### src/mmtb_ram.sv
// Generic simple dual-port RAM with one write port and a registered read port.
`timescale 1ns / 1ps

module mmtb_ram #(
    parameter int WIDTH = 16,
    parameter int DEPTH = 256
) (
    input  logic                     clk,
    input  logic                     we,
    input  logic [$clog2(DEPTH)-1:0] waddr,
    input  logic [WIDTH-1:0]         wdata,
    input  logic [$clog2(DEPTH)-1:0] raddr,
    output logic [WIDTH-1:0]         rdata
);

    logic [WIDTH-1:0] mem [DEPTH];

    always_ff @(posedge clk)
    begin
        if (we)
        begin
            mem[waddr] <= wdata;
        end
        rdata <= mem[raddr];
    end

endmodule

### config.mk
export PLATFORM = sky130hd
export DESIGN_NAME = mmtb_ram
export DESIGN_NICKNAME = d
export VERILOG_FILES = /design/src/mmtb_ram.sv
export SDC_FILE = /design/constraint.sdc
export NUM_CORES = 2
export LEC_CHECK = 0
export ABC_AREA = 0
export ABC_CLOCK_PERIOD_IN_PS = 3000
export BUFFER_PORTS_ARGS = -buffer_cell sky130_fd_sc_hd__buf_2
export CAP_MARGIN = 20
export CORE_ASPECT_RATIO = 1.1
export CORE_MARGIN = 5
export CORE_UTILIZATION = 50
export DETAILED_ROUTE_END_ITERATION = 16
export MAX_ROUTING_LAYER = met4
export PLACE_DENSITY = 0.68
export SETUP_SLACK_MARGIN = 0.05
export SLEW_MARGIN = 10
export SYNTH_ARGS = -nofsm -noshare
export SYNTH_HDL_FRONTEND = slang
export SYNTH_SLANG_ARGS = --single-unit
### constraint.sdc
create_clock -name clk -period 3 [get_ports clk]
set_input_delay 0.15 -clock clk [delete_from_list [all_inputs] [get_ports clk]]
set_output_delay 0.15 -clock clk [all_outputs]
set_load 0.005 [all_outputs]
==> metrics.yaml <==
postRouteAntennaNets: 0
power_density_relative_to_cell_area_mw_per_mm2: 650
antenna_found_initial: 20
drt_first_pass_iters: 8
grt_remaining_overflow: 0
synth_edf_count: 4096
min_delay_worst_endpoint: "rdata[12]"
period_share_pct: 94.5
worst_r2r_startpoint: "mem[139][9]"
seq_area_frac_synth_pct: 77.7
finalNetCount: 8247
synth_compound_gate_area_share_pct: 3.54
synth_cell_types: 52
async_flop_share_pct: 0
fraction_of_the_mapped_netlist_area_in_simple_logic_gates_pct: 1.57
clockBufferDepth: 4
drt_drc: 0
critical_path.cell_chain: "buf_12, buf_12, buf_12, buf_12, buf_12, mux2i_1, o22ai_1, mux2i_1, a22oi_2, nand4_1, nor4_1"
irDropWorstVdd_v: 0.000526
layout-drive-gt1-share_pct: 27.9
whs_path_depth: 3
post_cts.repair.setup_buffers: 0
synth_xor_xnor_area_share_pct: 0
detailedRoute.firstIterationViolations: 10599
yosysWarningCount: 0
fin_skew_ps: 41.4
post_synth_fa_ha_maj_area_fraction_pct: 0
timing.fmax_ghz: 0.353
initial_utilization_pct: 50.1
cp-end-kind: "flop"
ctsRootBufferMaster: "clkbuf_16"
critPathArrivalTime_ps: 3680
critPathMostFrequentCell: "buf_12"
syn_area_per_cell_um2: 21.6
setup_repair_after_global_routing_missed_its_margin: "false"
die_w_um: 547
setup_viol: 0
wire_per_inst_um: 32.5
postSynthRegisterBits: 4112
cp_slowest_stage_delay_ps: 510
globalRouteTotalUtil_pct: 25.6
dominantRegCellSynth: "edfxtp_1"
synth.top_cell.area_share_pct: 77.5
cts_tree: "built"
timing_hold_violations_final: 0
max-slew-margin-rel_pct: 4.88
mappedNetlistNets: 7394
power_mw: 119
finalMaxSlewViolations: 0
max_cap_viol_count: 0
status: "finished clean"
routed_wirelength_mm: 414
dominant_combinational_cell_family_by_area_after_synthesis: "multiplexers"
die-height_um: 601
maximum_number_of_pins_on_one_net_before_global_route_repair: 137
worstPathMaxFanout: 55
post_drt_via_cell_ratio: 6.34
synth_mux_area_share_pct: 15.5
setup_slack_ps: 164
syn_area_mm2: 0.159
worst_min_path_class: "primary input to flop"
clock_sink_count: 4112
placeableCoreArea_mm2: 0.317
tightestPinTransition_ps: 1430
synthesis.instances: 7360
gp_congestion: 0.929
timing.critical_path.buf_inv: 5
number_of_i_o_pins: 50
number_of_global_route_vias_before_repair: 79968
whs_ps: 71.5
level_count_of_the_clock_h_tree: 5
reg2regPathDepth: 10
vias: 80621
power.static_leakage_nw: 58.8
path_clk_slew_ps: 60
clk-insertion-delay-late_ps: 960
worstPathRequired_ps: 3850
areaGrowthSynthToFinish_pct: 15.0
critPathLaunchType: "primary input"
number_of_buffers_created_by_cts: 394
grt_pass1_wl_mm: 593
path_class: "primary input to flop"
die-area_mm2: 0.329
dp_slack_ps: -685
timing.hold.worst.start: "raddr[7]"
synth.area.top_cells: "edfxtp_1 (77%), mux4_2 (11%), mux2i_1 (3.6%), o221ai_1 (1.4%), nor2_1 (0.72%)"
dominant_delay_contributor_by_cell_family_on_the_critical_path: "buffers and inverters"
stdcell_count: 12712
num_rows: 217
ff2ff_setup_slack_ps: 230
setup_total_negative_slack_ps: 0
synth_area_leader_cell: "edfxtp_1"
min_period_ps: 2840
placedCellCount: 11955
port-buffer-count: 49
worst_r2r_endpoint: "rdata[9]"
cpMaxStageDelayCell: "o22ai_1"
half_perimeter_wire_length_of_the_detailed_placement_result_mm: 255
worst max path at each step:
stage / from / end / slack (ps) / cells past startpoint
after floorplan: waddr[3] / mem[235][0] / 680 / 6
after global placement: raddr[0] / rdata[13] / -670 / 9
after detailed placement: raddr[0] / rdata[8] / -690 / 11
after CTS: mem[139][9] / rdata[9] / 80 / 10
after global routing: mem[139][9] / rdata[9] / 100 / 10
final: raddr[0] / rdata[8] / 160 / 11
metrics by stage:
stage,area (um^2),utilization [%]
global route,183000,57.6
floorplan,159000,-
global placement,170000,53.5
finish,183000,57.6
detailed placement,170000,53.5
CTS,182000,57.6
tightest hold or removal path: stages:
cell and delay, ps:
buf_2 400, nor4_1 170, nor4_1 200
cell usage in the layout, fill, tap and decap left out, drive strengths merged, types with 21 or more instances in the layout:
cell | synthesis | routed
a21oi | 175 | 175
buf | 222 | 885
o22ai | 148 | 148
a22oi | 43 | 43
nand4 | 26 | 26
nor2 | 304 | 304
bufinv | 0 | 37
a221oi | 28 | 28
mux2 | 88 | 88
clkinv | 0 | 181
nand3 | 35 | 35
o221ai | 253 | 253
clkbuf | 230 | 477
edfxtp | 4096 | 4096
dlygate4sd3 | 0 | 22
mux2i | 565 | 565
mux4 | 797 | 797
o21ai | 38 | 38
a22o | 32 | 32
o32ai | 21 | 21
nand2 | 38 | 38
nor3 | 92 | 92
synth_stat cells (43+ instances only):
cell,instances
mux4_2,797
edfxtp_1,4096
a21oi_1,175
mux2_2,88
buf_2,76
mux2i_1,565
nor3_1,92
o22ai_1,148
a22oi_1,43
o221ai_1,252
buf_6,77
nor2_1,304
clkbuf_1,230
where the power goes:
| part | internal (mW) | leakage, nW | switching (mW) |
|---|---|---|---|
| Sequential | 63.3 | 36.9 | 0.129 |
| Clock | 27.7 | 6.14 | 21.1 |
| Combinational | 2.41 | 15.7 | 3.96 |
cell families (layout without fill, tap and decap cells):
family / count (synthesis) / count (layout)
compound gates: 786 / 786
buf+inv: 456 / 1634
flops: 4112 / 4112
mux: 1450 / 1450
other cells: 0 / 13
simple gates: 556 / 556
what timing repair did:
action / CTS / global route
hold endpoints to repair: 2253 / 0
hold buffers: 22 / 0
gates resized for setup: 1 / 4
setup endpoints to repair: 1 / 4
per-layer routing:
metal | GRT usage [%] | part of all wire, %
met1 | 35.1 | 38
met2 | 39.3 | 48
met3 | 3.87 | 9.2
met4 | 10.4 | 4.8
met5 | - | 0
registers in the layout, summed over array words and instances (netlist names):
register and flops:
mem 4096, rdata 16
area by class of cell:
class / count / area, um^2
multi-input combinational: 2792 / 32900
antenna: 13 / 32.5
clock inverter: 246 / 2300
fill: 22334 / 134000
sequential: 4112 / 123000
tap: 4161 / 5210
inverter: 4 / 27.5
clock buffer: 475 / 10300
timing repair buffer: 909 / 8450
Power figures use the tool's default switching activity.
